--- config.mk ---
export PLATFORM = sky130hd
export DESIGN_NAME = tca_queue
export DESIGN_NICKNAME = d
export VERILOG_FILES = /design/src/hw/rtl/tca_pkg.sv /design/src/hw/rtl/tca_queue.sv
export VERILOG_INCLUDE_DIRS = /design/src /design/src/hw/rtl
export SDC_FILE = /design/constraint.sdc
export NUM_CORES = 2
export LEC_CHECK = 0
export BUFFER_PORTS_ARGS = -buffer_cell sky130_fd_sc_hd__buf_2
export CAP_MARGIN = 20
export CORE_AREA = 2 2 473 475
export DETAILED_ROUTE_END_ITERATION = 7
export DIE_AREA = 0 0 475 477
export SLEW_MARGIN = 10
export SYNTH_ARGS = -nofsm -noshare
export SYNTH_HDL_FRONTEND = slang
export SYNTH_SLANG_ARGS = --single-unit
--- constraint.sdc ---
create_clock -name clk -period 49.2 [get_ports clk]
set_input_delay 9.84 -clock clk [delete_from_list [all_inputs] [get_ports clk]]
set_output_delay 9.84 -clock clk [all_outputs]
set_load 0.02 [all_outputs]
--- src/hw/rtl/trade_candle_aggregator_top_defines.svh ---
// assertion macros shared by the candle aggregator rtl
// expects clk and rst (synchronous, active high) in the including module
`ifndef TRADE_CANDLE_AGGREGATOR_TOP_DEFINES_SVH
`define TRADE_CANDLE_AGGREGATOR_TOP_DEFINES_SVH

// same-cycle implication, off during reset
`define TCA_ASSERT_IMPL(lbl, ante, cons) \
  lbl: assert property (@(posedge clk) disable iff (rst) (ante) |-> (cons)) \
    else $error("tca check failed");

// next-cycle implication, off during reset
`define TCA_ASSERT_NEXT(lbl, ante, cons) \
  lbl: assert property (@(posedge clk) disable iff (rst) (ante) |=> (cons)) \
    else $error("tca check failed");

`endif

--- src/hw/rtl/tca_pkg.sv ---
// widths, constants and shared types of the candle aggregator
// no dependencies
package tca_pkg;

  localparam int PRICE_BITS  = 32;
  localparam int AMOUNT_BITS = 24;

  localparam int IN_PRICE_W  = 32;
  localparam int IN_AMOUNT_W = 24;
  localparam int TS_W        = 64;
  localparam int WIN_W       = 40;
  localparam int VOL_W       = 40;
  localparam int NOT_W       = 64;
  localparam int AVG_W       = 32;
  localparam int OUT_PRICE_W = 32;

  localparam logic [WIN_W-1:0] WINDOW_RESET = WIN_W'(60000000);

  localparam int QDEPTH = 4;
  localparam int QPTR_W = $clog2(QDEPTH);
  localparam int QCNT_W = $clog2(QDEPTH + 1);

  localparam int DCNT_W = $clog2(AVG_W + 1);

  // one finished candle
  typedef struct packed {
    logic [PRICE_BITS-1:0] open_p;
    logic [PRICE_BITS-1:0] close_p;
    logic [PRICE_BITS-1:0] low_p;
    logic [PRICE_BITS-1:0] high_p;
    logic [VOL_W-1:0]      buy_vol;
    logic [VOL_W-1:0]      sell_vol;
    logic [NOT_W-1:0]      buy_not;
    logic [NOT_W-1:0]      sell_not;
    logic [TS_W-1:0]       start;
    logic                  last;
  } cndl_t;

  // queue write: cnt entries, a first, then b
  typedef struct packed {
    logic [1:0] cnt;
    cndl_t      a;
    cndl_t      b;
  } qwr_t;

  typedef struct packed {
    logic             busy;
    logic [AVG_W-1:0] quot;
  } div_res_t;

endpackage

--- src/hw/rtl/tca_queue.sv ---
// small candle queue between front and back, up to two writes per cycle
// depends on tca_pkg and trade_candle_aggregator_top_defines.svh
`include "trade_candle_aggregator_top_defines.svh"

module tca_queue (
  input  logic                       clk,
  input  logic                       rst,
  input  tca_pkg::qwr_t              qwr,
  output logic [tca_pkg::QCNT_W-1:0] free,
  output logic                       nonempty,
  output tca_pkg::cndl_t             head,
  input  logic                       rd_en
);
  import tca_pkg::*;

  cndl_t             mem [QDEPTH];
  logic [QPTR_W-1:0] wr_ptr, rd_ptr;
  logic [QCNT_W-1:0] count;
  logic [1:0]        wr_cnt;

  assign wr_cnt   = qwr.cnt;
  assign free     = QCNT_W'(QDEPTH) - count;
  assign nonempty = (count != '0);
  assign head     = mem[rd_ptr];

  always_ff @(posedge clk) begin
    if (rst) begin
      wr_ptr <= '0;
      rd_ptr <= '0;
      count  <= '0;
    end else begin
      wr_ptr <= wr_ptr + QPTR_W'(wr_cnt);
      rd_ptr <= rd_ptr + QPTR_W'(rd_en);
      count  <= count + QCNT_W'(wr_cnt) - QCNT_W'(rd_en);
    end
    if (wr_cnt != 2'd0) begin
      mem[wr_ptr] <= qwr.a;
    end
    if (wr_cnt == 2'd2) begin
      mem[wr_ptr + QPTR_W'(1)] <= qwr.b;
    end
  end

  `TCA_ASSERT_IMPL(a_cnt_range, 1'b1, count <= QCNT_W'(QDEPTH))
  `TCA_ASSERT_IMPL(a_pop_nonempty, rd_en, count != '0)
  `TCA_ASSERT_IMPL(a_push_room, 1'b1, QCNT_W'(wr_cnt) <= free)
  `TCA_ASSERT_IMPL(a_ptr_track, 1'b1, QPTR_W'(wr_ptr - rd_ptr) == count[QPTR_W-1:0])
  `TCA_ASSERT_NEXT(a_pop_only, rd_en && (wr_cnt == 2'd0), count == QCNT_W'($past(count) - 1'b1))

endmodule

Yosys cells after proc, flatten, opt, wreduce, memory -nomap -nowiden:

Memory sizes are Yosys's and may differ from the RTL's. A register that Yosys moved wholly into a read port is not among the register bits.
Index checks and enable logic that the tools add are counted.

* eq/ne operators: 1
* $lt $le $gt $ge: 0
* div/mod/pow operators: 0
* shift-type cells: 0
* mux-type cells: 5
* bitwise gates (word level): 0
* $mul: 0
* reduce and logical (&&, ||, !) cells: 2
* add/sub/neg operators: 6

Operators by type and width (count)
* 1-bit two-way mux: 4
* 3-bit by 2-bit adder with 3-bit output: 1
* 3-bit nonzero test: 1
* 3-bit by 1-bit subtractor with 3-bit output: 1
* 3-bit subtractor, first input constant: 1
* 2-bit by 1-bit adder with 2-bit output: 1
* 2-bit by 1-bit adder with 2-bit output, second input constant: 1
* 2-bit adder: 1
* 2-bit equality test, second input constant: 1
* 2-bit two-way mux: 1
* 2-bit nonzero test: 1

* logic and storage cells: 18
* memories kept: 1
* register bits after elaboration: 7
* bits in latches: 0
* input port bits: 807
* bits in writable memories: 1604
* output and inout bits: 405
* bits in read-only memories: 0

Memories
* mem: words 4, width 401, rd ports 1, clocked after Yosys merged registers in 1, wr ports 2, RTL line tca_queue.sv:16 `cndl_t mem [QDEPTH];`

Logic depth before layout (Yosys ltp):

* depth after elaboration: 3
* mapped depth: 7
* mapped depth without buffers: 7

Least setup slack after synthesis:

OpenSTA, ideal clock, no wires.

* path type: input-to-reg
* from: in qwr[803] in the netlist's numbering
* to: mem mem[2][0] in the netlist's numbering, enable pin
* path buffers: 1
* library setup time: 1.719 ns
* arrival time: 37.983 ns
* cell stages on the path: 3
* path slack: 9.498 ns
* cells stage by stage: buf_2 -> o21bai_1 -> o21ai_0

RTL lines
* from (decl): RTL line tca_queue.sv:8 `input tca_pkg::qwr_t qwr,`
* to (decl): RTL line tca_queue.sv:16

==> impl_metrics.csv <==
group,metric,value,unit
outcome,status,"finished, final reports clean",
detailed_routing,avgRoutedWirePerCell,28.36,microns
place,place_area,86260,sq um
yosys,ys_ff_latch,1611,
cts,cts_root_buf,"clkbuf_16",
detailed_routing,drt_wl_total,236100,microns
critical_path,critPathMaxFanout,55,
detailed_routing,ant_nets,0,
sta,timing.final.crit_share,31.50,%
place,io_buffers,1211,
sta,relSlewSlack,27.20,%
yosys,ys_types,22,
power_and_ir_drop,vdd_drop_max,0.00003222,V
yosys,syn_area,77210,sq um
die,start_util,34.87,%
yosys,seq_area_frac_synth,62.56,%
die,die_area,226600,sq um
yosys,syn_area_per_cell,19.67,sq um
sta,finalSetupViolCount,0,
place,dp.cells,7914,
layout,nets,5938,
critical_path,crit_family,"buffers and inverters",
critical_path,required,39.36,ns
hold_path,hp-class,"reg2reg",
global_route,grt_pass1_vias,45370,
global_route,grt_max_degree,123,
job,maxCapViolations,0,
cts,clk_path_buf_depth,3,
yosys,synth_top_area_share,62.38,%
die,ioPinCount,1212,
layout,layout_common_cells,"mux2_2 (1,604), edfxtp_1 (1,604), buf_2 (1,211)",
cts,post_cts_resized,0,
global_route,track_usage,20.26,%
cts,clk_pin_slew_worst_paths,0.06,ns
detailed_routing,vias_per_cell,5.273,
die,chipHeight,477,microns
layout,layout-drive-gt1-share,67.10,%
cts,cts_tree,"done",
critical_path,worst-path-buf-inv,5,
sta,fmaxAchievable,64.53,MHz
critical_path,crit_chain,"buf_4, buf_4, buf_4, buf_4, mux4_2, buf_2",
detailed_routing,drc,0,
global_route,antenna_found_initial,199,
critical_path,worstPathArrival,5.66,ns
critical_path,timing.critical_path.mode_cell,"buf_4",
yosys,yosysWarnings,0,
sta,setup_tns,0,ns
critical_path,critPathKind,"reg2out",
critical_path,critPathSlowestCell,"buf_4",
sta,finalCriticalPeriod,15.50,ns
sta,fin_skew,0.03761,ns
cts,numClockSinks,1611,
die,num_rows,173,
detailed_routing,drtIter0Drc,3039,
cts,ctsHoldBuffers,0,
detailed_routing,first_pass_iters,5,
yosys,syn-num-nets,4740,
layout,stdcell_count,8325,
layout,n_fill_cell,20050,
yosys,yosysTopAreaCell,"edfxtp_1",
die,core,221400,sq um
critical_path,rrSetupSlack,43.65,ns
sta,hold_viol,0,
cts,clock_latency,0.81,ns
sta,worstMarginPinSlew,1.088,ns
sta,rsz0062_at_grt,"no",
place,hpwlAfterDp,155700,microns
critical_path,start_kind,"flip-flop",
cts,cts_buffers,182,
power_and_ir_drop,power_density,40.15,nW/um^2
sta,slew_violations,0,
yosys,yosys-top-cells-area,"edfxtp_1 (62%), mux2_2 (23%), mux4_2 (12%)",
layout,area_delta_synth_final,19.29,%
detailed_routing,route.vias.total,43890,
place,gp_congestion,0.8579,
layout,design_area,92110,sq um
cts,post_cts_buffers,0,
critical_path,cp_slowest_stage_delay,0.87,ns
yosys,syn-instance-count,3925,
critical_path,worst_setup_path_end_kind,"primary output",
global_route,grt_pass1_wl,336600,microns
die,die_width,475,microns
cts,cts_max_level,4,
global_route,overflow,0,
power_and_ir_drop,leakagePower,31.71,nW
-- kinds of logic (layout without fill, tap and decap cells) --
logic type	after synthesis	count (layout)	synth area share (%)
multiplexers	2006	2006	35.10
XOR/XNOR	3	3	0.06968
buffers and inverters	281	1623	1.979
AND/OR/NAND/NOR	13	13	0.1264
flip-flops	1611	1611	62.56
adder cells (fa/ha/maj)	8	8	0.1394
AO/OA/AOI/OAI	3	3	0.02269
other	0	83	0
-- registers in the layout, summed over array words and instances (netlist names) --
signal  flops
rd_ptr      2
count       3
mem      1604
wr_ptr      2
-- Yosys cell counts --
| cell type | number |
|---|---|
| mux2i_1 | 1 |
| clkbuf_1 | 20 |
| ha_1 | 7 |
| nand4bb_1 | 1 |
| buf_2 | 141 |
| o21ai_0 | 2 |
| edfxtp_1 | 1604 |
| inv_1 | 10 |
| xnor2_1 | 1 |
| mux4_2 | 401 |
| nor2_1 | 5 |
| nand4b_1 | 1 |
| o21bai_1 | 1 |
| mux2_2 | 1604 |
| nor4b_4 | 1 |
| fa_1 | 1 |
| buf_1 | 31 |
| nor2b_1 | 4 |
| dfxtp_1 | 7 |
| buf_4 | 79 |
| xnor3_1 | 2 |
| nor4bb_1 | 1 |
-- path summary, 6_finish.rpt --
| path | from | endpoint | cells after the start |
|---|---|---|---|
| min | count[2]$_SDFF_PP0_ | count[2]$_SDFF_PP0_ | 2 |
| max reg2reg | wr_ptr[0]$_SDFF_PP0_ | mem[0][137]$_DFFE_PP_ | 7 |
| max | rd_ptr[1]$_SDFF_PP0_ | head[145] | 6 |
| min reg2reg | count[2]$_SDFF_PP0_ | count[2]$_SDFF_PP0_ | 2 |
-- final cells by class --
cell class / instances / area (sq um) / share of cell area (%)
Sequential cell: 1611 / 48310 / 52.45
Multi-Input combinational cell: 2033 / 27450 / 29.80
Timing Repair Buffer: 1285 / 6741 / 7.319
Clock buffer: 234 / 4792 / 5.203
Tap cell: 2975 / 3722 / 4.041
Clock inverter: 94 / 847.1 / 0.9196
Antenna cell: 83 / 207.7 / 0.2255
Inverter: 10 / 37.54 / 0.04075
-- where the power goes --
part,internal [W],switching (W),leakage [nW]
logic,0.000266,0.000402,13.9
registers,0.00169,0.0000335,15.1
clock network,0.000749,0.000561,2.73
-- layer usage --
| layer | routed length [microns] | GRT usage, % | share of wire [%] |
|---|---|---|---|
| met4 | 10150 | 7.976 | 4.3 |
| met3 | 21570 | 7.650 | 9.1 |
| met2 | 112700 | 32.85 | 48 |
| met1 | 90970 | 24.26 | 39 |
| met5 | 757 | 0 | 0.32 |
-- worst register-to-register path, delay by kind of cell, from the launching register on --
kind / cells / cell delay (ns)
buffers and inverters: 5 / 3.53
AOI/OAI and AO/OA: 2 / 1.16
DFF: 1 / 0.44
-- through the flow --
stage / hold slack (ns) / setup slack (ns) / util [%] / power, W
after floorplan: 0.5450 / 9.498 / - / 0.002300
after global placement: 0.6552 / 34.05 / 38.96 / 0.002420
after detailed placement: 0.6746 / 34.02 / 38.96 / 0.002428
after CTS: 0.6845 / 33.56 / 41.50 / 0.003742
after global routing: 0.7145 / 33.45 / 41.54 / 0.003834
final: 0.6600 / 33.70 / 41.60 / 0.003699
Note: power is estimated with default switching activity, not from simulation.
