--- src/hw/rtl/trade_candle_aggregator_top_defines.svh ---
// assertion macros shared by the candle aggregator rtl
// expects clk and rst (synchronous, active high) in the including module
`ifndef TRADE_CANDLE_AGGREGATOR_TOP_DEFINES_SVH
`define TRADE_CANDLE_AGGREGATOR_TOP_DEFINES_SVH

// same-cycle implication, off during reset
`define TCA_ASSERT_IMPL(lbl, ante, cons) \
  lbl: assert property (@(posedge clk) disable iff (rst) (ante) |-> (cons)) \
    else $error("tca check failed");

// next-cycle implication, off during reset
`define TCA_ASSERT_NEXT(lbl, ante, cons) \
  lbl: assert property (@(posedge clk) disable iff (rst) (ante) |=> (cons)) \
    else $error("tca check failed");

`endif

--- src/hw/rtl/tca_pkg.sv ---
// widths, constants and shared types of the candle aggregator
// no dependencies
package tca_pkg;

  localparam int PRICE_BITS  = 32;
  localparam int AMOUNT_BITS = 24;

  localparam int IN_PRICE_W  = 32;
  localparam int IN_AMOUNT_W = 24;
  localparam int TS_W        = 64;
  localparam int WIN_W       = 40;
  localparam int VOL_W       = 40;
  localparam int NOT_W       = 64;
  localparam int AVG_W       = 32;
  localparam int OUT_PRICE_W = 32;

  localparam logic [WIN_W-1:0] WINDOW_RESET = WIN_W'(60000000);

  localparam int QDEPTH = 4;
  localparam int QPTR_W = $clog2(QDEPTH);
  localparam int QCNT_W = $clog2(QDEPTH + 1);

  localparam int DCNT_W = $clog2(AVG_W + 1);

  // one finished candle
  typedef struct packed {
    logic [PRICE_BITS-1:0] open_p;
    logic [PRICE_BITS-1:0] close_p;
    logic [PRICE_BITS-1:0] low_p;
    logic [PRICE_BITS-1:0] high_p;
    logic [VOL_W-1:0]      buy_vol;
    logic [VOL_W-1:0]      sell_vol;
    logic [NOT_W-1:0]      buy_not;
    logic [NOT_W-1:0]      sell_not;
    logic [TS_W-1:0]       start;
    logic                  last;
  } cndl_t;

  // queue write: cnt entries, a first, then b
  typedef struct packed {
    logic [1:0] cnt;
    cndl_t      a;
    cndl_t      b;
  } qwr_t;

  typedef struct packed {
    logic             busy;
    logic [AVG_W-1:0] quot;
  } div_res_t;

endpackage

--- src/hw/rtl/tca_div.sv ---
// radix-2 restoring divider: notional / volume, quotient saturated to AVG_W bits
// depends on tca_pkg
module tca_div (
  input  logic                      clk,
  input  logic                      rst,
  input  logic                      start,
  input  logic [tca_pkg::NOT_W-1:0] notional,
  input  logic [tca_pkg::VOL_W-1:0] volume,
  output tca_pkg::div_res_t         res
);
  import tca_pkg::*;

  logic              busy;
  logic [DCNT_W-1:0] cnt;
  logic [VOL_W-1:0]  rem;
  logic [VOL_W-1:0]  vol;
  logic [AVG_W-1:0]  nlow;
  logic [AVG_W-1:0]  q;
  logic              zero_f, sat_f;

  logic [AVG_W-1:0]  n_hi;
  logic [VOL_W:0]    shifted, diff;
  logic              ge;

  // high half at or above the divisor means the quotient does not fit
  assign n_hi    = notional[NOT_W-1:AVG_W];
  assign shifted = {rem, nlow[AVG_W-1]};
  assign ge      = (shifted >= {1'b0, vol});
  assign diff    = shifted - {1'b0, vol};

  assign res.busy = busy;
  assign res.quot = zero_f ? '0 : (sat_f ? '1 : q);

  always_ff @(posedge clk) begin
    if (rst) begin
      busy <= 1'b0;
      cnt  <= '0;
    end else if (start) begin
      busy <= 1'b1;
      cnt  <= DCNT_W'(AVG_W);
    end else if (busy) begin
      cnt <= cnt - 1'b1;
      if (cnt == DCNT_W'(1)) begin
        busy <= 1'b0;
      end
    end
    if (start) begin
      rem    <= VOL_W'(n_hi);
      nlow   <= notional[AVG_W-1:0];
      vol    <= volume;
      q      <= '0;
      zero_f <= (volume == '0);
      sat_f  <= (VOL_W'(n_hi) >= volume);
    end else if (busy) begin
      nlow <= {nlow[AVG_W-2:0], 1'b0};
      q    <= {q[AVG_W-2:0], ge};
      rem  <= ge ? diff[VOL_W-1:0] : shifted[VOL_W-1:0];
    end
  end

endmodule

--- src/hw/rtl/tca_back.sv ---
// back end: takes candles from the queue, computes side averages, holds the result
// depends on tca_pkg and tca_div
module tca_back (
  input  logic                            clk,
  input  logic                            rst,
  input  tca_pkg::cndl_t                  head,
  input  logic                            q_nonempty,
  output logic                            q_pop,
  input  logic                            pop,
  output logic                            empty,
  output logic [tca_pkg::OUT_PRICE_W-1:0] open_price,
  output logic [tca_pkg::OUT_PRICE_W-1:0] close_price,
  output logic [tca_pkg::OUT_PRICE_W-1:0] low_price,
  output logic [tca_pkg::OUT_PRICE_W-1:0] high_price,
  output logic [tca_pkg::AVG_W-1:0]       avg_buy_price,
  output logic [tca_pkg::AVG_W-1:0]       avg_sell_price,
  output logic [tca_pkg::VOL_W-1:0]       buy_volume,
  output logic [tca_pkg::VOL_W-1:0]       sell_volume,
  output logic [tca_pkg::TS_W-1:0]        window_start_us,
  output logic                            last_of_run
);
  import tca_pkg::*;

  typedef enum logic {ST_IDLE, ST_DIV} state_t;

  state_t    state;
  cndl_t     job;
  logic      out_valid;
  div_res_t  buy_res, sell_res;
  logic      load;

  assign q_pop = (state == ST_IDLE) && q_nonempty;
  assign load  = (state == ST_DIV) && !buy_res.busy && !sell_res.busy &&
                 (!out_valid || pop);
  assign empty = !out_valid;

  tca_div u_div_buy (
    .clk      (clk),
    .rst      (rst),
    .start    (q_pop),
    .notional (head.buy_not),
    .volume   (head.buy_vol),
    .res      (buy_res)
  );

  tca_div u_div_sell (
    .clk      (clk),
    .rst      (rst),
    .start    (q_pop),
    .notional (head.sell_not),
    .volume   (head.sell_vol),
    .res      (sell_res)
  );

  always_ff @(posedge clk) begin
    if (rst) begin
      state     <= ST_IDLE;
      out_valid <= 1'b0;
    end else begin
      case (state)
        ST_IDLE: begin
          if (q_nonempty) begin
            state <= ST_DIV;
          end
        end
        ST_DIV: begin
          if (load) begin
            state <= ST_IDLE;
          end
        end
        default: begin
          state <= ST_IDLE;
        end
      endcase
      if (load) begin
        out_valid <= 1'b1;
      end else if (pop && out_valid) begin
        out_valid <= 1'b0;
      end
    end
    if (q_pop) begin
      job <= head;
    end
    if (load) begin
      open_price      <= OUT_PRICE_W'(job.open_p);
      close_price     <= OUT_PRICE_W'(job.close_p);
      low_price       <= OUT_PRICE_W'(job.low_p);
      high_price      <= OUT_PRICE_W'(job.high_p);
      avg_buy_price   <= buy_res.quot;
      avg_sell_price  <= sell_res.quot;
      buy_volume      <= job.buy_vol;
      sell_volume     <= job.sell_vol;
      window_start_us <= job.start;
      last_of_run     <= job.last;
    end
  end

endmodule

--- config.mk ---
export PLATFORM = sky130hd
export DESIGN_NAME = tca_back
export DESIGN_NICKNAME = d
export VERILOG_FILES = /design/src/hw/rtl/trade_candle_aggregator_top_defines.svh /design/src/hw/rtl/tca_pkg.sv /design/src/hw/rtl/tca_div.sv /design/src/hw/rtl/tca_back.sv
export SDC_FILE = /design/constraint.sdc
export NUM_CORES = 1
export LEC_CHECK = 0
export ABC_AREA = 1
export BUFFER_PORTS_ARGS = -buffer_cell sky130_fd_sc_hd__buf_2
export CAP_MARGIN = 40
export CORE_MARGIN = 3
export CORE_UTILIZATION = 45
export DETAILED_ROUTE_END_ITERATION = 7
export GPL_TIMING_DRIVEN = 0
export PLACE_DENSITY_LB_ADDON = 0.12
export SLEW_MARGIN = 20
export SYNTH_ARGS = -nofsm -noshare
export SYNTH_HDL_FRONTEND = slang
export SYNTH_SLANG_ARGS = --single-unit
--- constraint.sdc ---
create_clock -name clk -period 12.8 [get_ports clk]
set_input_delay 2.56 -clock clk [delete_from_list [all_inputs] [get_ports clk]]
set_output_delay 2.56 -clock clk [all_outputs]
set_load 0.01 [all_outputs]
== Yosys cells after proc, flatten, opt, wreduce, memory -nomap -nowiden ==
Cells that the tools add are included.

* Add/sub/neg operators: 4
* Multiply operators: 0
* Div/mod/pow operators: 0
* Order comparisons: 4
* Eq/ne operators: 2
* Shifts and indexed selects: 0
* Multiplexer cells: 27
* Bitwise gates (word level): 1
* Reduce and logical (&&, ||, !) cells: 15

{| class="wikitable"
|+ Operators by type and width
! operator !! count
|-
| 32-bit 2-to-1 mux || 10
|-
| 41-bit by 40-bit greater-or-equal comparator with 1-bit output || 2
|-
| 32-bit by 40-bit greater-or-equal comparator with 1-bit output || 2
|-
| 40-bit zero test || 2
|-
| 40-bit 2-to-1 mux || 2
|-
| 40-bit subtractor || 2
|-
| 6-bit 2-to-1 mux || 4
|-
| 6-bit by 1-bit == test with 1-bit output (second input constant) || 2
|-
| 6-bit by 1-bit subtractor with 6-bit output (second input constant) || 2
|-
| 1-bit 2-to-1 mux || 10
|-
| 2-bit nonzero test || 3
|-
| 1-bit logical AND || 5
|-
| 1-bit zero test || 3
|-
| 1-bit case mux with 2 select lines || 1
|-
| 2-bit OR reduction || 1
|-
| 1-bit logical OR || 1
|-
| 1-bit NOT || 1
|}

* Bits in registers: 838
* Bits in latches: 0
* Bits in writable memories: 0
* Bits in read-only memories: 0
* Bits of input ports: 405
* Output and inout bits: 339
* Memories kept: 0

== Longest topological paths before layout ==
* Depth in word-level cells: 6
* Gate-level depth with buffers: 20

== Cells and area by module ==
Synthesis repeated with hierarchy kept, for this count alone.

* Cells, all modules: 3,260
* Area total of the unflattened synthesis: 38,438.1 sq um

{| class="wikitable"
|+ By module, submodules not included
! module !! instances !! cells an instance !! area an instance (sq um) !! seq. area each (sq um)
|-
| tca_back || 1 || 625 || 18,427.7 || 18,357.6
|-
| tca_div at u_div_sell || 1 || 1,370 || 10,216.0 || 4,124.0
|-
| tca_div at u_div_buy || 1 || 1,265 || 9,794.4 || 4,124.0
|}

== Worst setup path before layout ==
No wires, ideal clock.

* Kind: input-to-output
* Start: input q_nonempty
* End: output q_pop
* Arrival time: 11.110 ns
* Required time: 10.240 ns
* Path slack: -0.870 ns
* Stages: 5
* Path buffers: 3
* Path through: nand2_1 > inv_1 > clkbuf_1 > clkbuf_1 > clkbuf_1

* Word-level cells in the longest chain between the ends: 1

{| class="wikitable"
|+ Ends and longest elaborated chain
! what !! RTL line !! source
|-
| start: declaration || tca_back.sv:7 || <nowiki>input logic q_nonempty,</nowiki>
|-
| 1-bit logical AND || tca_back.sv:32 || <nowiki>assign q_pop = (state == ST_IDLE) && q_nonempty;</nowiki>
|-
| end: declaration || tca_back.sv:8 || <nowiki>output logic q_pop,</nowiki>
|}

No other way between the ends.

== Worst setup path after layout ==
Same ends and word-level chain as after synthesis.

==> flow_summary_export.csv <==
group,metric,value,unit
synth,netlist_instances,3035,
worst_setup_path,worst-r2r-cell-count,8,
synth,ys_ff_latch,838,
finish,syn2layout_area_growth,23.8,%
synth,synth_edf_count,742,
sta,setup_viol,0,
synth,synth_top_cell_by_area,"edfxtp_1",
job,max-cap-violations,0,
place,globalplace.congestion,0.932,
routing,vias,25200,
synth,yosysTopAreaCellShare,63.0,%
worst_setup_path,path_max_fanout,76,
routing,first_iter_violations,1821,
worst_setup_path,crit_path_end_kind,"output port",
global_routing,grt_max_degree,94,
finish,finalNonFillerCells,5008,
routing,ant_nets,0,
sta,clock.fmax,0.125,GHz
sta,drv_slew,0,
min_path,hold_class,"reg2reg",
worst_setup_path,cp.arrival,5.41,ns
power,p_clk_share,38.0,%
min_path,min_path_cells,0,
worst_setup_path,cp.required,10.24,ns
routing,post_drt_wl_per_cell,20.7,um
worst_setup_path,critical_path_class,"in2out",
die,core_area,77700,um2
finish,drive_gt1_share,23.7,%
sta,fin_crit_sh,62.3,%
sta,postLayoutSetupSlackWorst,4.83,ns
power,leakagePower,18.2,nW
sta,rsz0062_at_grt,"no",
power,power.internal,5.14,mW
clock_tree,cts_repair_resize_count,0,
clock_tree,cts_sinks,838,
synth,synth_top_flop_cell,"edfxtp_1",
clock_tree,clkSlewWorstSetupHoldPaths,0.06,ns
place,dp.cells,4832,
worst_setup_path,critPathLaunchType,"primary input",
global_routing,grt_pass1_wl,152,mm
clock_tree,cts_tree,"yes",
power,p_comb_share,14.9,%
die,io_pins,744,
clock_tree,cts_made_buffers,89,
die,die_area,82000,um2
global_routing,antenna_found_initial,26,
global_routing,grt-ovfl-total,0,
power,powerDensity,160,nW/um2
synth,ys_top_cells_by_area,"edfxtp_1, nand2_1, dfxtp_1, ha_1, inv_1",
place,io_buffers,743,
power,p_sw_share,26.4,%
place,detailed_place_hpwl,80.7,mm
die,start_util,45.5,%
routing,dr.pass1.iters,5,
synth,synthArstFlopShare,0,%
place,place_ws,4.78,ns
finish,finish.net_count,4438,
clock_tree,clockBufferDepth,3,
synth,synth_nets,3590,
synth,ys_seq_area_share,68.4,%
sta,final_hold_viol_count,0,
sta,finClkSkew,0.0571,ns
power,ir_drop,0.0000957,V
clock_tree,post_cts_buffers,0,
synth,synth_common_cells,"edfxtp_1, nand2_1, inv_1, a21oi_1, nor2_1",
power,seqPwrFrac,47.1,%
routing,wirelength,104,mm
die,die_width,286,um
sta,period_minus_slack,7.97,ns
power,p_sw,1.85,mW
synth,post-synth-top-count-cell,"edfxtp_1",
sta,worst_pin_slew,0.850,ns
global_routing,global_route.usage.total,24.6,%
clock_tree,htree_levels,3,
clock_tree,hold_buffers,0,
die,num_rows,102,
synth,avgSynthCellArea,11.7,um2
clock_tree,cts.root.buffer_cell,"clkbuf_16",
routing,drc,0,
synth,synth_cell_types,50,
clock_tree,clkLatencyLatePin,0.66,ns
synth,syn_area,35400,um2
global_routing,grt_pass1_vias,24100,
routing,via_per_inst,5.03,
synth,synth_warnings,0,
outcome,outcome,"complete, no violations",
die,die_h,286,um
sta,max_slew_margin,41.9,%
[layer usage]
metal	vias to the layer above	wire length (um)	GRT usage [%]
li1	12200	-	-
met1	11900	42800	32.0
met2	838	50000	41.5
met3	152	8730	6.64
met4	24	1880	5.37
met5	-	161	0
[placed cells by master (no fill, tap or decap), types with 64 or more instances in the layout]
cell         n
buf_2      746
dfxtp_1     96
clkbuf_16   91
ha_1       148
a21oi_1    209
clkbuf_1    75
nand2_1    708
edfxtp_1   742
o21ai_0    103
o22ai_1     64
nor2_1     193
inv_1      348
[critical path: stages]
cell	delay, ns
buf_2	0.09
nand2_1	0.12
inv_1	0.44
clkbuf_1	0.61
clkbuf_1	0.28
clkbuf_8	0.54
buf_16	0.39
buf_2	0.23
[sequential cells by signal, summed over array words and instances (netlist names), 40 cells and up]
register         count
u_div_buy.vol       40
buy_volume          40
sell_volume         40
window_start_us     64
job                193
u_div_sell.rem      40
u_div_sell.vol      40
u_div_buy.rem       40
[final timing paths]
check	start	endpoint	slack, ns
hold / removal	job[9]	window_start_us[8]	0.41
setup / recovery	q_nonempty	q_pop	4.83
setup reg to reg	state	job[348]	9.13
hold reg to reg	job[9]	window_start_us[8]	0.41
[layout make-up]
class	instances	area, um2
timing repair buffer	757	4010
buffer	73	362
inverter	351	1330
clock buffer	115	2390
clock inverter	52	656
fill	6823	33900
antenna	9	22.5
sequential	838	24200
multi-input combinational	1773	9530
tap	1040	1300
[cell families after synthesis]
group	count (synthesis)	synth area share (%)
fa+ha+maj	150	5.35
flops	838	68.4
compound gates	473	7.42
buf+inv	424	4.70
simple gates	1094	12.8
xor+xnor	56	1.39
[power groups by stage]
stage	clock network, mW	registers, mW	logic (mW)
after detailed placement	0	3.35	1.04
final	2.66	3.29	1.04
after floorplan	0	3.40	0.618
after CTS	2.72	3.29	1.05
after global placement	0	3.40	1.01
after global routing	2.84	3.31	1.16
[metrics by stage]
stage	utilization (%)	hold slack (ns)	power [mW]	TNS [ns]	instance area, um2
detailed placement	52.4	0.405	4.39	0	40700
CTS	56.3	0.406	7.06	0	43800
floorplan	-	0.400	4.02	0	35400
global placement	52.0	0.400	4.42	-269.46	40400
global route	56.3	0.416	7.30	0	43800
finish	56.3	0.406	6.99	0	43800
Power figures use the tool's default switching activity.
