File: src/hw/rtl/trade_candle_aggregator_top_defines.svh
// assertion macros shared by the candle aggregator rtl
// expects clk and rst (synchronous, active high) in the including module
`ifndef TRADE_CANDLE_AGGREGATOR_TOP_DEFINES_SVH
`define TRADE_CANDLE_AGGREGATOR_TOP_DEFINES_SVH

// same-cycle implication, off during reset
`define TCA_ASSERT_IMPL(lbl, ante, cons) \
  lbl: assert property (@(posedge clk) disable iff (rst) (ante) |-> (cons)) \
    else $error("tca check failed");

// next-cycle implication, off during reset
`define TCA_ASSERT_NEXT(lbl, ante, cons) \
  lbl: assert property (@(posedge clk) disable iff (rst) (ante) |=> (cons)) \
    else $error("tca check failed");

`endif

File: src/hw/rtl/tca_pkg.sv
// widths, constants and shared types of the candle aggregator
// no dependencies
package tca_pkg;

  localparam int PRICE_BITS  = 32;
  localparam int AMOUNT_BITS = 24;

  localparam int IN_PRICE_W  = 32;
  localparam int IN_AMOUNT_W = 24;
  localparam int TS_W        = 64;
  localparam int WIN_W       = 40;
  localparam int VOL_W       = 40;
  localparam int NOT_W       = 64;
  localparam int AVG_W       = 32;
  localparam int OUT_PRICE_W = 32;

  localparam logic [WIN_W-1:0] WINDOW_RESET = WIN_W'(60000000);

  localparam int QDEPTH = 4;
  localparam int QPTR_W = $clog2(QDEPTH);
  localparam int QCNT_W = $clog2(QDEPTH + 1);

  localparam int DCNT_W = $clog2(AVG_W + 1);

  // one finished candle
  typedef struct packed {
    logic [PRICE_BITS-1:0] open_p;
    logic [PRICE_BITS-1:0] close_p;
    logic [PRICE_BITS-1:0] low_p;
    logic [PRICE_BITS-1:0] high_p;
    logic [VOL_W-1:0]      buy_vol;
    logic [VOL_W-1:0]      sell_vol;
    logic [NOT_W-1:0]      buy_not;
    logic [NOT_W-1:0]      sell_not;
    logic [TS_W-1:0]       start;
    logic                  last;
  } cndl_t;

  // queue write: cnt entries, a first, then b
  typedef struct packed {
    logic [1:0] cnt;
    cndl_t      a;
    cndl_t      b;
  } qwr_t;

  typedef struct packed {
    logic             busy;
    logic [AVG_W-1:0] quot;
  } div_res_t;

endpackage

File: src/hw/rtl/tca_front.sv
// front end: trade register, candle accumulation, window decision
// depends on tca_pkg
module tca_front (
  input  logic                          clk,
  input  logic                          rst,
  input  logic                          cfg_wr_en,
  input  logic [tca_pkg::WIN_W-1:0]     cfg_wr_data,
  input  logic                          push,
  output logic                          full,
  input  logic [tca_pkg::TS_W-1:0]      timestamp_us,
  input  logic [tca_pkg::IN_PRICE_W-1:0] price,
  input  logic [tca_pkg::IN_AMOUNT_W-1:0] amount,
  input  logic                          is_buy,
  input  logic                          end_of_stream,
  input  logic [tca_pkg::QCNT_W-1:0]    q_free,
  output tca_pkg::qwr_t                 qwr
);
  import tca_pkg::*;

  localparam int PROD_W = PRICE_BITS + AMOUNT_BITS;

  logic [WIN_W-1:0] window;

  // trade stage
  logic                   a_valid;
  logic [TS_W-1:0]        a_ts;
  logic [PRICE_BITS-1:0]  a_p;
  logic [AMOUNT_BITS-1:0] a_amt;
  logic                   a_buy;
  logic                   a_eos;
  logic [NOT_W-1:0]       a_prod;

  // open candle
  logic                  active;
  logic [TS_W-1:0]       start_time;
  logic [PRICE_BITS-1:0] open_p, close_p, low_p, high_p;
  logic [VOL_W-1:0]      buy_vol, sell_vol;
  logic [NOT_W-1:0]      buy_not, sell_not;

  logic                   accept, go;
  logic [PRICE_BITS-1:0]  in_p;
  logic [AMOUNT_BITS-1:0] in_amt;
  logic [PROD_W-1:0]      prod_full;
  logic [127:0]           prod_x;
  logic [NOT_W-1:0]       prod_sat;

  logic [TS_W-1:0]       elapsed;
  logic                  expired, emit_old, opening;
  logic [PRICE_BITS-1:0] low_next, high_next, open_next;
  logic [TS_W-1:0]       start_next;
  logic [VOL_W-1:0]      vol_base, buy_vol_next, sell_vol_next, vol_sum;
  logic [NOT_W-1:0]      not_base, buy_not_next, sell_not_next, not_sum;
  logic [VOL_W:0]        vol_add;
  logic [NOT_W:0]        not_add;
  cndl_t                 old_c, new_c;

  assign in_p      = PRICE_BITS'(price);
  assign in_amt    = AMOUNT_BITS'(amount);
  assign prod_full = PROD_W'(in_p) * PROD_W'(in_amt);
  assign prod_x    = 128'(prod_full);
  assign prod_sat  = (|prod_x[127:NOT_W]) ? '1 : prod_x[NOT_W-1:0];

  // room for two candles keeps a split trade from overrunning the queue
  assign go     = (q_free >= QCNT_W'(2));
  assign full   = a_valid && !go;
  assign accept = push && !full;

  assign elapsed  = a_ts - start_time;
  assign expired  = (elapsed >= TS_W'(window));
  assign emit_old = active && expired;
  assign opening  = !active || expired;

  always_comb begin
    start_next = opening ? a_ts : start_time;
    open_next  = opening ? a_p : open_p;
    low_next   = (opening || (a_p < low_p)) ? a_p : low_p;
    high_next  = (opening || (a_p > high_p)) ? a_p : high_p;

    vol_base = opening ? '0 : (a_buy ? buy_vol : sell_vol);
    not_base = opening ? '0 : (a_buy ? buy_not : sell_not);
    vol_add  = {1'b0, vol_base} + (VOL_W + 1)'(a_amt);
    not_add  = {1'b0, not_base} + {1'b0, a_prod};
    vol_sum  = vol_add[VOL_W] ? '1 : vol_add[VOL_W-1:0];
    not_sum  = not_add[NOT_W] ? '1 : not_add[NOT_W-1:0];

    buy_vol_next  = a_buy ? vol_sum : (opening ? '0 : buy_vol);
    buy_not_next  = a_buy ? not_sum : (opening ? '0 : buy_not);
    sell_vol_next = a_buy ? (opening ? '0 : sell_vol) : vol_sum;
    sell_not_next = a_buy ? (opening ? '0 : sell_not) : not_sum;

    old_c.open_p   = open_p;
    old_c.close_p  = close_p;
    old_c.low_p    = low_p;
    old_c.high_p   = high_p;
    old_c.buy_vol  = buy_vol;
    old_c.sell_vol = sell_vol;
    old_c.buy_not  = buy_not;
    old_c.sell_not = sell_not;
    old_c.start    = start_time;
    old_c.last     = !a_eos;

    new_c.open_p   = open_next;
    new_c.close_p  = a_p;
    new_c.low_p    = low_next;
    new_c.high_p   = high_next;
    new_c.buy_vol  = buy_vol_next;
    new_c.sell_vol = sell_vol_next;
    new_c.buy_not  = buy_not_next;
    new_c.sell_not = sell_not_next;
    new_c.start    = start_next;
    new_c.last     = 1'b1;

    qwr.cnt = (a_valid && go) ? (2'(emit_old) + 2'(a_eos)) : 2'd0;
    qwr.a   = emit_old ? old_c : new_c;
    qwr.b   = new_c;
  end

  always_ff @(posedge clk) begin
    if (rst) begin
      window  <= WINDOW_RESET;
      a_valid <= 1'b0;
      active  <= 1'b0;
    end else begin
      if (cfg_wr_en) begin
        window <= cfg_wr_data;
      end
      if (accept) begin
        a_valid <= 1'b1;
      end else if (go) begin
        a_valid <= 1'b0;
      end
      if (a_valid && go) begin
        active <= !a_eos;
      end
    end
    if (accept) begin
      a_ts   <= timestamp_us;
      a_p    <= in_p;
      a_amt  <= in_amt;
      a_buy  <= is_buy;
      a_eos  <= end_of_stream;
      a_prod <= prod_sat;
    end
    if (a_valid && go) begin
      start_time <= start_next;
      open_p     <= open_next;
      close_p    <= a_p;
      low_p      <= low_next;
      high_p     <= high_next;
      buy_vol    <= buy_vol_next;
      sell_vol   <= sell_vol_next;
      buy_not    <= buy_not_next;
      sell_not   <= sell_not_next;
    end
  end

endmodule

File: config.mk
export PLATFORM = sky130hd
export DESIGN_NAME = tca_front
export DESIGN_NICKNAME = d
export VERILOG_FILES = /design/src/hw/rtl/trade_candle_aggregator_top_defines.svh /design/src/hw/rtl/tca_pkg.sv /design/src/hw/rtl/tca_front.sv
export SDC_FILE = /design/constraint.sdc
export NUM_CORES = 2
export LEC_CHECK = 0
export ABC_AREA = 1
export BUFFER_PORTS_ARGS = -buffer_cell sky130_fd_sc_hd__buf_2
export CAP_MARGIN = 20
export CELL_PAD_IN_SITES_DETAIL_PLACEMENT = 1
export CELL_PAD_IN_SITES_GLOBAL_PLACEMENT = 2
export CORE_MARGIN = 2
export CORE_UTILIZATION = 34
export DETAILED_ROUTE_END_ITERATION = 8
export PLACE_DENSITY_LB_ADDON = 0.05
export REMOVE_ABC_BUFFERS = 1
export SLEW_MARGIN = 0
export SYNTH_ARGS = -nofsm -noshare
export SYNTH_HDL_FRONTEND = slang
export SYNTH_SLANG_ARGS = --single-unit
export TNS_END_PERCENT = 1
File: constraint.sdc
create_clock -name clk -period 46 [get_ports clk]
set_clock_uncertainty 0.15 [all_clocks]
set_input_delay 9.2 -clock clk [delete_from_list [all_inputs] [get_ports clk]]
set_output_delay 9.2 -clock clk [all_outputs]
set_load 0.01 [all_outputs]
# == Yosys cells after proc, flatten, opt, wreduce, memory -nomap -nowiden ==
# Cells that the tools add are included.
# Widths: inputs -> output; s select.
# op_classes
n_reduce_logical,12
order_cmp,4
multipliers,1
n_addsub,4
muxes,22
# op_table
op,count
$mux 64,8
$mux 401,1
$mux 40,7
$mux 32,3
$add 64x56->65,1
$ge 64x40->1,1
$sub 64x64->64,1
$mul 32x24->56,1
$add 40x24->41,1
$gt 32x32->1,1
$lt 32x32->1,1
$logic_and 1x1->1,4
$logic_not 1->1,4
$ge 3x2->1 const B,1
$logic_or 1x1->1,3
$add 1x1->2,1
$mux 1,2
$mux 2,1
$reduce_bool 2->1,1
# totals
elab_cells,61
reg_bits,620
input_bits,169
out_inout_bits,805

# == Depth between registers and ports, before layout ==
# depth
ltp_word,8
depth_mapped,58
depth_no_buf,54

# == Worst setup path after synthesis ==
# Ideal clock, no wire load.
# synth_timing
path_kind,input to output
startpoint,in q_free[2] (netlist name)
endpoint,out qwr[802] (netlist name)
t_arrival_ps,30108
path_buffers,0
stages,4
setup_slack_ps,6542
required_ps,36650
path_cell_list,inv_1 a21oi_1 inv_1 nor2_1
# synth_rtl
element,line_no,text
"start, declared",tca_front.sv:15,"input logic [tca_pkg::QCNT_W-1:0] q_free,"
"end, declared",tca_front.sv:16,output tca_pkg::qwr_t qwr

==> flow_metrics.tcl <==
set metrics [dict create \
    grt_max_degree 180 \
    stdcell_count 12700 \
    drtAntennaViolNets 0 \
    rsz0062_at_grt "no" \
    postCtsSetupBuffers 0 \
    netlist_area_sq_um 69000 \
    cts_max_level 3 \
    critPathBufInv 4 \
    hold_start "window[26]$_SDFFE_PP0P_" \
    worstPathRequired_ns 36.65 \
    grt-ovfl-total 0 \
    min_to "window[26]$_SDFFE_PP0P_" \
    r2r-end "buy_not[46]$_DFFE_PP_" \
    power_leakage_nw 41.8 \
    ys_ff_latch 620 \
    cp-start-kind "register" \
    io_pins 974 \
    cpMostUsedCell "o21ai_0" \
    ys_seq_area_frac 0.264 \
    holdWs_ns 0.319 \
    max_stage_delay_ns 0.67 \
    hold_viol 0 \
    drc 0 \
    final_layout_size_suffix_gt1_frac 0.134 \
    netlist_top_cells_count "nand2_1, inv_1, fa_1" \
    startpoint "a_ts[16]$_DFFE_PP_" \
    dpl.hpwl_um 235000 \
    async_flop_share 0 \
    core_area_sq_um 202000 \
    yosysWarnings 0 \
    cts_tree "done" \
    nNetsFinal 11200 \
    path_max_fanout 49 \
    min_path_type "reg -> reg" \
    cts_sinks 620 \
    path_delay_family "compound AO/OA/AOI/OAI gates" \
    maxSlewViolCount 0 \
    fmax_ghz 0.0484 \
    die_y_um 454 \
    status "finished clean" \
    r2r-start "a_ts[16]$_DFFE_PP_" \
    cts.clk_slew.worst_paths_ns 0.05 \
    synth_cell_types 51 \
    synthFlopType "edfxtp_1" \
    initial_core_util 0.342 \
    yosysTopAreaCell "edfxtp_1" \
    endpoint_kind "output pin" \
    avgSynthCellArea_sq_um 7.53 \
    cts_resized 0 \
    design.die.area_sq_um 206000 \
    via_count 64100 \
    cts.path.max_buffers 3 \
    synth_top_area_share 0.252 \
    crit_arrival_ns 11.32 \
    tns_ns 0 \
    slew_headroom 0.292 \
    fin_crit_ns 20.67 \
    vdd_drop_max_v 0.000169 \
    grt_first_pass_wirelength_um 439000 \
    p_per_area_nw_per_um2 84.3 \
    grtUsageTotal 0.283 \
    io_buffers 971 \
    synth_area_leaders "edfxtp_1, fa_1, nand2_1" \
    clock_latency_ns 0.75 \
    grt_antenna_before_repair 22 \
    fillers 25000 \
    slowest_stage "a211oi_1" \
    cts_made_buffers 86 \
    synth_cells 9159 \
    synth-edff-count 578 \
    dieWidth_um 454 \
    gp_congestion 0.916 \
    worst_slew_pin_slew_ns 1.06 \
    avgRoutedWirePerCell_um 23.4 \
    drv_cap 0 \
    fin_crit_sh 0.449 \
    cts_hold_buf 0 \
    ff2ff_setup_slack_ns 35.21 \
    grt_pass1_vias 67600 \
    dr.pass1.iters 5 \
    syn2layout_area_growth_pct 15.2 \
    timing.setup.critical_path_class "reg -> out" \
    synthMostInstantiatedCell "nand2_1" \
    ctsRootBufferMaster "clkbuf_16" \
    hold_depth 2 \
    placed_cells 12500 \
    via_per_inst 5.06 \
    rows 165 \
    wl_um 296000 \
    r2r_cells 36 \
    setup_viol 0 \
    drtIter0Drc 4003 \
]
-- layout make-up --
type                            count  area (sq um)  area share
Clock inverter                     52           663     0.00835
Inverter                         1918          7220      0.0909
Sequential cell                   620         18200       0.229
Antenna cell                        6          15.0    0.000189
Timing Repair Buffer             1066          5630      0.0709
Multi-Input combinational cell   6234         42100       0.530
Clock buffer                      107          2260      0.0285
Tap cell                         2672          3340      0.0421
-- layer usage --
metal  up-vias  share of wire  wire length (um)  global-route usage
li1      30100              -                 -                   -
met5         -        0.00021                61                   0
met1     32300           0.43            127000               0.361
met2      1365           0.50            147000               0.501
met3       364          0.038             11300              0.0273
met4         8          0.036             10600              0.0909
-- metrics by stage --
step / util / worst slack (ns) / area [sq um] / power [mW]
after floorplan: - / 6.54 / 67400 / 4.32
after detailed placement: 0.379 / 26.16 / 76500 / 6.03
after global routing: 0.393 / 24.59 / 79400 / 7.35
final: 0.393 / 25.33 / 79400 / 6.70
after CTS: 0.393 / 25.30 / 79400 / 6.79
after global placement: 0.379 / 26.03 / 76500 / 5.98
-- worst max-delay path by stage --
| stage | end | depth (start not counted) |
|---|---|---|
| after floorplan | qwr[802] | 4 |
| after global placement | qwr[672] | 43 |
| after detailed placement | qwr[576] | 39 |
| after CTS | qwr[576] | 37 |
| after global routing | qwr[576] | 37 |
| final | qwr[576] | 37 |
-- where the power goes --
| group | leakage (nW) | switching [mW] | internal (mW) |
|---|---|---|---|
| clock | 1.41 | 0.301 | 0.415 |
| combinational | 34.6 | 3.26 | 1.78 |
| sequential | 5.84 | 0.0367 | 0.910 |
| total | 41.8 | 3.60 | 3.10 |
-- logic make-up (layout without fill, tap and decap cells) --
logic type,after synthesis,after routing,share of synthesized area
other,1,7,0.0000544
XOR/XNOR,153,153,0.0194
buffers and inverters,2305,3143,0.126
adder cells (fa/ha/maj),1090,1090,0.270
AND/OR/NAND/NOR,3624,3624,0.213
flip-flops,620,620,0.264
AO/OA/AOI/OAI,1366,1366,0.108
-- worst reg2reg max path, delay by kind of cell (launching register included) --
family                   cells  cell delay, ns
buffers and inverters        4            1.00
AND/OR/NAND/NOR             12            2.32
flip-flops                   1            0.41
adder cells (fa/ha/maj)      3            1.16
AO/OA/AOI/OAI               15            5.14
XOR/XNOR                     2            0.38
-- cells in the final DEF (no fill, tap or decap), types with 7 or more instances in the layout --
master / count
nand2_1: 2611
inv_1: 1871
buf_2: 972
fa_1: 661
o21ai_0: 610
edfxtp_1: 578
nor2_1: 442
ha_1: 429
a21oi_1: 346
nand3_1: 323
o21ai_1: 134
xor2_1: 124
a31oi_1: 97
buf_4: 89
clkbuf_16: 87
nand4_1: 63
a211oi_1: 63
o21a_1: 42
dfxtp_1: 41
nor2_2: 37
nor3_1: 36
inv_2: 34
xnor2_1: 29
or2_1: 26
or2_2: 20
clkinv_1: 19
clkbuf_1: 19
a21boi_0: 18
nand2_2: 15
clkinv_2: 14
nor4_1: 13
a21o_1: 12
bufinv_16: 11
o21bai_1: 10
o31ai_1: 10
nor2_4: 8
nand3_2: 8
o211ai_1: 7
-- sequential cells by signal (all words and copies together) (netlist names), 32 cells and up --
| register | cells |
|---|---|
| open_p | 32 |
| a_ts | 64 |
| sell_vol | 40 |
| low_p | 32 |
| a_prod | 56 |
| buy_vol | 40 |
| sell_not | 64 |
| window | 40 |
| a_p | 32 |
| high_p | 32 |
| start_time | 64 |
| buy_not | 64 |
| close_p | 32 |
No activity file was read; power rests on OpenSTA's default activity.
